===== src/hw/rtl/gcs_pkg.sv =====
package gcs_pkg;

  localparam logic [7:0] CH_SLASH  = 8'h2f;
  localparam logic [7:0] CH_STAR   = 8'h2a;
  localparam logic [7:0] CH_DQUOTE = 8'h22;
  localparam logic [7:0] CH_BQUOTE = 8'h60;
  localparam logic [7:0] CH_SQUOTE = 8'h27;
  localparam logic [7:0] CH_BSLASH = 8'h5c;
  localparam logic [7:0] CH_NL     = 8'h0a;
  localparam logic [7:0] CH_SPACE  = 8'h20;
  localparam logic [7:0] CH_TAB    = 8'h09;
  localparam logic [7:0] CH_CR     = 8'h0d;

  localparam int unsigned COUNT_W = 32;

  typedef enum logic [3:0] {
    MODE_CODE     = 4'd0,
    MODE_SLASH    = 4'd1,
    MODE_LINE     = 4'd2,
    MODE_BLOCK    = 4'd3,
    MODE_BSTAR    = 4'd4,
    MODE_STR      = 4'd5,
    MODE_STR_ESC  = 4'd6,
    MODE_RAW      = 4'd7,
    MODE_RUNE     = 4'd8,
    MODE_RUNE_ESC = 4'd9
  } mode_t;

  typedef struct packed {
    logic [7:0] in_byte;
    logic       is_final;
  } in_word_t;

  typedef struct packed {
    logic               has_byte;
    logic [7:0]         out_byte;
    logic               run_last;
    logic               stream_end;
    logic [COUNT_W-1:0] line_total;
  } out_word_t;

  // scanner state carried from one byte to the next
  typedef struct packed {
    mode_t              mode;
    logic               has_text;
    logic [COUNT_W-1:0] count;
  } scan_state_t;

  typedef struct packed {
    scan_state_t state_nxt;
    logic [1:0]  n_res;
    out_word_t   res0;
    out_word_t   res1;
  } step_out_t;

endpackage


===== src/hw/rtl/go_comment_stripper_line_count_core.sv =====
// channel | valid    | stall     | payload
// input   | in_valid | in_stall  | in_data  (gcs_pkg::in_word_t)
// output  | out_valid| out_stall | out_data (gcs_pkg::out_word_t)
//
// one byte is taken per cycle while in_stall is low; it is registered, then queued
// a byte giving two words (released slash) pushes both together; the output pops one at a time
// the byte register advances while the 4-word output queue holds at least two free slots
// reset (rst_n low, synchronous) empties the queue and returns the scanner to code mode
// out_stall backs up through the queue into in_stall without dropping a word
module go_comment_stripper_line_count_core (
  input  logic                clk,
  input  logic                rst_n,
  input  logic                in_valid,
  output logic                in_stall,
  input  gcs_pkg::in_word_t   in_data,
  output logic                out_valid,
  input  logic                out_stall,
  output gcs_pkg::out_word_t  out_data
);

  logic                 in_vld_r;
  gcs_pkg::in_word_t    in_word_r;
  gcs_pkg::scan_state_t st_r;
  gcs_pkg::step_out_t   step;
  gcs_pkg::out_word_t   q_r [4];
  logic [1:0]           wr_ptr_r;
  logic [1:0]           rd_ptr_r;
  logic [2:0]           cnt_r;
  logic [2:0]           cnt_nxt;
  logic                 proc;
  logic                 pop;
  logic [1:0]           n_push;

  gcs_step u_step (
    .st   (st_r),
    .word (in_word_r),
    .res  (step)
  );

  assign proc      = in_vld_r && cnt_r <= 3'd2;
  assign in_stall  = in_vld_r && !proc;
  assign out_valid = cnt_r != 3'd0;
  assign out_data  = q_r[rd_ptr_r];
  assign pop       = out_valid && !out_stall;
  assign n_push    = proc ? step.n_res : 2'd0;
  assign cnt_nxt   = cnt_r + {1'b0, n_push} - {2'b0, pop};

  always_ff @(posedge clk) begin
    if (!rst_n) begin
      in_vld_r          <= 1'b0;
      st_r.mode         <= gcs_pkg::MODE_CODE;
      st_r.has_text     <= 1'b0;
      st_r.count        <= '0;
      wr_ptr_r          <= 2'd0;
      rd_ptr_r          <= 2'd0;
      cnt_r             <= 3'd0;
    end else begin
      if (!in_stall) begin
        in_vld_r  <= in_valid;
        in_word_r <= in_data;
      end
      if (proc) st_r <= step.state_nxt;
      wr_ptr_r <= wr_ptr_r + n_push;
      if (pop) rd_ptr_r <= rd_ptr_r + 2'd1;
      cnt_r <= cnt_nxt;
    end
  end

  always_ff @(posedge clk) begin
    if (n_push != 2'd0) q_r[wr_ptr_r] <= step.res0;
    if (n_push == 2'd2) q_r[wr_ptr_r + 2'd1] <= step.res1;
  end

endmodule


===== src/hw/rtl/gcs_step.sv =====
module gcs_step (
  input  gcs_pkg::scan_state_t st,
  input  gcs_pkg::in_word_t    word,
  output gcs_pkg::step_out_t   res
);

  logic                        k0_v;
  logic                        k1_v;
  logic [7:0]                  k0;
  logic [7:0]                  k1;
  logic [7:0]                  c;
  logic                        last;
  gcs_pkg::mode_t              mode_n;
  logic                        ht_a;
  logic                        ht_b;
  logic                        bump_a;
  logic                        bump_b;
  logic                        bump_f;
  logic                        ht_end;
  logic [gcs_pkg::COUNT_W-1:0] count_n;
  logic [1:0]                  n;

  function automatic gcs_pkg::mode_t code_mode(input logic [7:0] ch);
    gcs_pkg::mode_t m;
    m = gcs_pkg::MODE_CODE;
    if (ch == gcs_pkg::CH_DQUOTE) m = gcs_pkg::MODE_STR;
    else if (ch == gcs_pkg::CH_BQUOTE) m = gcs_pkg::MODE_RAW;
    else if (ch == gcs_pkg::CH_SQUOTE) m = gcs_pkg::MODE_RUNE;
    return m;
  endfunction

  function automatic logic is_blank(input logic [7:0] ch);
    return ch == gcs_pkg::CH_SPACE || ch == gcs_pkg::CH_TAB || ch == gcs_pkg::CH_CR;
  endfunction

  assign c    = word.in_byte;
  assign last = word.is_final;

  always_comb begin
    k0_v   = 1'b0;
    k1_v   = 1'b0;
    k0     = c;
    k1     = c;
    mode_n = st.mode;
    unique case (st.mode)
      gcs_pkg::MODE_SLASH: begin
        if (c == gcs_pkg::CH_SLASH) begin
          mode_n = gcs_pkg::MODE_LINE;
        end else if (c == gcs_pkg::CH_STAR) begin
          mode_n = gcs_pkg::MODE_BLOCK;
        end else begin
          k0_v   = 1'b1;
          k0     = gcs_pkg::CH_SLASH;
          k1_v   = 1'b1;
          mode_n = code_mode(c);
        end
      end
      gcs_pkg::MODE_LINE: begin
        if (c == gcs_pkg::CH_NL) begin
          k0_v   = 1'b1;
          mode_n = gcs_pkg::MODE_CODE;
        end
      end
      gcs_pkg::MODE_BLOCK, gcs_pkg::MODE_BSTAR: begin
        if (st.mode == gcs_pkg::MODE_BSTAR && c == gcs_pkg::CH_SLASH) begin
          mode_n = gcs_pkg::MODE_CODE;
        end else if (c == gcs_pkg::CH_STAR) begin
          mode_n = gcs_pkg::MODE_BSTAR;
        end else begin
          mode_n = gcs_pkg::MODE_BLOCK;
          k0_v   = (c == gcs_pkg::CH_NL);
        end
      end
      gcs_pkg::MODE_STR: begin
        k0_v = 1'b1;
        if (c == gcs_pkg::CH_BSLASH) mode_n = gcs_pkg::MODE_STR_ESC;
        else if (c == gcs_pkg::CH_DQUOTE) mode_n = gcs_pkg::MODE_CODE;
      end
      gcs_pkg::MODE_RUNE: begin
        k0_v = 1'b1;
        if (c == gcs_pkg::CH_BSLASH) mode_n = gcs_pkg::MODE_RUNE_ESC;
        else if (c == gcs_pkg::CH_SQUOTE) mode_n = gcs_pkg::MODE_CODE;
      end
      gcs_pkg::MODE_STR_ESC: begin
        k0_v   = 1'b1;
        mode_n = gcs_pkg::MODE_STR;
      end
      gcs_pkg::MODE_RUNE_ESC: begin
        k0_v   = 1'b1;
        mode_n = gcs_pkg::MODE_RUNE;
      end
      gcs_pkg::MODE_RAW: begin
        k0_v = 1'b1;
        if (c == gcs_pkg::CH_BQUOTE) mode_n = gcs_pkg::MODE_CODE;
      end
      default: begin
        if (c == gcs_pkg::CH_SLASH) begin
          if (last) k0_v = 1'b1;
          else mode_n = gcs_pkg::MODE_SLASH;
        end else begin
          k0_v   = 1'b1;
          mode_n = code_mode(c);
        end
      end
    endcase
  end

  // at most one line closes per byte, so a single saturating increment covers it
  always_comb begin
    bump_a = k0_v && k0 == gcs_pkg::CH_NL && st.has_text;
    if (!k0_v) ht_a = st.has_text;
    else if (k0 == gcs_pkg::CH_NL) ht_a = 1'b0;
    else ht_a = st.has_text | ~is_blank(k0);
    bump_b = k1_v && k1 == gcs_pkg::CH_NL && ht_a;
    if (!k1_v) ht_b = ht_a;
    else if (k1 == gcs_pkg::CH_NL) ht_b = 1'b0;
    else ht_b = ht_a | ~is_blank(k1);
    bump_f = last && ht_b;
    ht_end = ht_b;
    if ((bump_a || bump_b || bump_f) && st.count != '1) count_n = st.count + 1'b1;
    else count_n = st.count;
  end

  always_comb begin
    n = {1'b0, k0_v} + {1'b0, k1_v};
    if (last && n == 2'd0) n = 2'd1;

    res.n_res               = n;
    res.res0.has_byte       = k0_v;
    res.res0.out_byte       = k0_v ? k0 : 8'd0;
    res.res0.run_last       = (n == 2'd1);
    res.res0.stream_end     = last && n == 2'd1;
    res.res0.line_total     = (last && n == 2'd1) ? count_n : '0;
    res.res1.has_byte       = k1_v;
    res.res1.out_byte       = k1_v ? k1 : 8'd0;
    res.res1.run_last       = 1'b1;
    res.res1.stream_end     = last;
    res.res1.line_total     = last ? count_n : '0;

    if (last) begin
      res.state_nxt.mode     = gcs_pkg::MODE_CODE;
      res.state_nxt.has_text = 1'b0;
      res.state_nxt.count    = '0;
    end else begin
      res.state_nxt.mode     = mode_n;
      res.state_nxt.has_text = ht_end;
      res.state_nxt.count    = count_n;
    end
  end

endmodule


===== config.mk =====
export PLATFORM = sky130hd
export DESIGN_NAME = go_comment_stripper_line_count_core
export DESIGN_NICKNAME = d
export VERILOG_FILES = /design/src/hw/rtl/gcs_pkg.sv /design/src/hw/rtl/go_comment_stripper_line_count_core.sv /design/src/hw/rtl/gcs_step.sv
export SDC_FILE = /design/constraint.sdc
export NUM_CORES = 1
export LEC_CHECK = 0
export ABC_CLOCK_PERIOD_IN_PS = 8300
export BUFFER_PORTS_ARGS = -buffer_cell sky130_fd_sc_hd__buf_4
export CAP_MARGIN = 10
export CORE_AREA = 2 2 222 224
export DETAILED_ROUTE_END_ITERATION = 8
export DIE_AREA = 0 0 224 226
export SLEW_MARGIN = 5
export SYNTH_ARGS = -nofsm -noshare
export SYNTH_HDL_FRONTEND = slang
export SYNTH_HIERARCHICAL = 1
export SYNTH_SLANG_ARGS = --single-unit

===== constraint.sdc =====
create_clock -name clk -period 8.3 [get_ports clk]
set_input_delay 0.415 -clock clk [delete_from_list [all_inputs] [get_ports clk]]
set_output_delay 0.415 -clock clk [all_outputs]
set_load 0.05 [all_outputs]

==> results.toml <==
[worst_setup_path]
slowest_stage = "inv_1"
setup.worst_path.end_class = "flop"
cp_max_fo = 24
worstSetupStartpointType = "flop"
rr_worst_depth = 13
crit_arrival_ns = 5.90
criticalPathCategory = "reg -> reg"
critical_path_required_ns = 8.71
crit_top_cell = "inv_1"
cpPeakStageDelay_ns = 0.95
crit_chain = "nor3_1 > and3_1 > nand4_1 > o31ai_2 > inv_1 > ha_1 > a21boi_0 > nor2_1 > nand2_1 > inv_1 > nand2b_1 > mux2i_1 > mux2_2"

[synthesis]
synthAdderAreaFrac_pct = 0.806
syn-instance-count = 1092
synthDistinctLibCells = 64
synth_area_leaders = "edfxtp_1 (41%), mux2_2 (12%), mux4_2 (7.3%)"
ys_ff_latch = 228
synth_warnings = 6
synth_top_area_cell = "edfxtp_1"
synth_xor_area_share_pct = 0.197
async_flop_share_pct = 0
synth_flop_cell = "edfxtp_1"
synth-edff-count = 181
synth_area_um2 = 13300
avgSynthCellArea_um2 = 12.2
synth_top_area_share_pct = 40.7
synthSimpleGateAreaFrac_pct = 12.9
synthMuxAreaShare_pct = 25.3
syn-num-nets = 1113
yosysSeqAreaShare_pct = 47.8
synth_top_family_by_area = "multiplexers"
synth-compound-area-share_pct = 9.03

[power]
p_leak_nw = 5.13
ir_worst_vdd_mv = 0.196
p_per_area_nw_per_um2 = 229

[finish]
finalInstanceArea_um2 = 15200
area_delta_synth_final_pct = 13.8
layout_common_cells = "edfxtp_1 (181), mux2_2 (140), a21oi_1 (88), buf_4 (73), nand3_1 (56)"
layout-drive-gt1-share_pct = 33.2
n_antenna_cell = 0
mostFrequentLayoutCell = "edfxtp_1"
finalNetCount = 1123

[timing]
slew-limit-headroom_pct = 22.2
rsz0062_at_grt = "no"
fin_worst_skew_ns = 0.0130
setup_viol = 0
hold_viol_final = 0
setup-tns-final_ns = 0
max_freq_mhz = 182
fin_ws_ns = 2.80
fin_hold_ws_ns = 0.0630
worst-slew-pin-transition_ns = 1.16
report.final.slew_viol_count = 0
min_period_ns = 5.50
period_share_pct = 66.2

[grt]
grt_use_total_pct = 13.1
grt_max_degree = 97
grt_pass1_wl_mm = 51.9
antenna_found_initial = 0
grt_overflow = 0
grt_pass1_vias = 8784

[detailed_routing]
wl_per_cell_um = 19.2
routed-via-count = 9061
postRouteAntennaNets = 0
viasPerCell = 5.20
drc = 0
drt_iter0_drc = 765
dr.pass1.iters = 5
wirelength_mm = 33.6

[clock_network]
clk_path_buf_depth = 3
post_cts.repair.setup_buffers = 0
root_buffer = "clkbuf_16"
ctsHoldBuffers = 0
clk_pin_slew_worst_paths_ns = 0.06
tritoncts = "done"
clock-sinks = 228
clkLatencyLatePin_ns = 0.53
cts_buffers = 27
cts.repair.resized = 0
htreeDepth = 1

[placed_design]
postPlaceCellArea_um2 = 14300
place_ws_ns = 2.83
dp_hpwl_mm = 20.4
port_buffers = 57
gp_congestion = 0.805

[floorplanning]
core_region_area_um2 = 48300
start_util_pct = 27.6
die_x_um = 224
fp.dieArea_um2 = 50600
fp-row-count = 81
dieHeight_um = 226
ioPinCount = 58

[worst_hold_path]
hold_depth = 1
hp-class = "in -> reg"

[run]
maxCapViolations = 0

[status]
status = "finished clean"
[worst paths after layout]
path / start / to / slack [ns]
max: in_word_r[5] / q_r[3][10] / 2.80
min: in_data[0] / in_word_r[0] / 0.06
max reg2reg: in_word_r[5] / q_r[3][10] / 2.80
min reg2reg: rd_ptr_r[1] / flop / 0.47
[metal layers]
layer | vias to the layer above | GRT usage, % | routed length [µm]
met1 | 4583 | 18.1 | 15600
met4 | 0 | 3.44 | 653
met3 | 48 | 1.35 | 1310
met2 | 217 | 21.8 | 16000
li1 | 4213 | - | -
met5 | - | 0 | 0
[kinds of logic (layout without fill, tap and decap cells)]
| logic type | count (synthesis) | count (layout) |
|---|---|---|
| other cells | 1 | 1 |
| buf+inv | 108 | 138 |
| flops | 228 | 228 |
| compound gates | 203 | 203 |
| simple gates | 295 | 295 |
| mux | 246 | 246 |
| fa+ha+maj | 8 | 8 |
| xor+xnor | 3 | 3 |
[where the power goes]
| part | leakage, nW | internal (mW) | switching (mW) |
|---|---|---|---|
| logic | 2.69 | 0.293 | 0.594 |
| registers | 1.99 | 1.30 | 0.0800 |
| clock network | 0.449 | 0.740 | 0.471 |
| total | 5.13 | 2.34 | 1.14 |
[metrics by stage]
stage	cells	util (%)	power (mW)
floorplan	1092	-	2.02
global placement	1695	29.5	2.31
detailed placement	1695	29.5	2.31
CTS	1744	31.4	3.53
global route	1744	31.4	3.62
finish	1744	31.4	3.48
[cells in the mapped netlist (all sizes together) (23+ instances only)]
library cell	number
a21oi	91
buf	41
clkbuf	51
dfxtp	47
edfxtp	181
mux2	180
mux2i	23
mux4	43
nand2	48
nand2b	23
nand3	56
nor2	40
o21ai	51
[sequential cells by signal, summed over array words and instances (netlist names), named ones only]
signal	count
st_r	37
in_vld_r	1
wr_ptr_r	2
rd_ptr_r	2
cnt_r	3
q_r	172
in_word_r	9
[area by class of cell]
type	instances	area, µm²
Sequential cell	228	6380
Tap cell	622	778
Timing Repair Buffer	73	548
Inverter	16	60.1
Fill cell	4752	33200
Clock inverter	13	146
Clock buffer	36	769
Multi-Input combinational cell	756	6500
[critical path, delay by kind of cell, from the launching register on]
kind	cells	cell delay, ns
AOI/OAI and AO/OA	2	0.89
adders and majority gates	1	0.26
buffers and inverters	2	1.21
DFF	1	0.49
muxes	2	0.54
and+or+nand+nor	6	1.98
(Power assumes the default switching activity.)
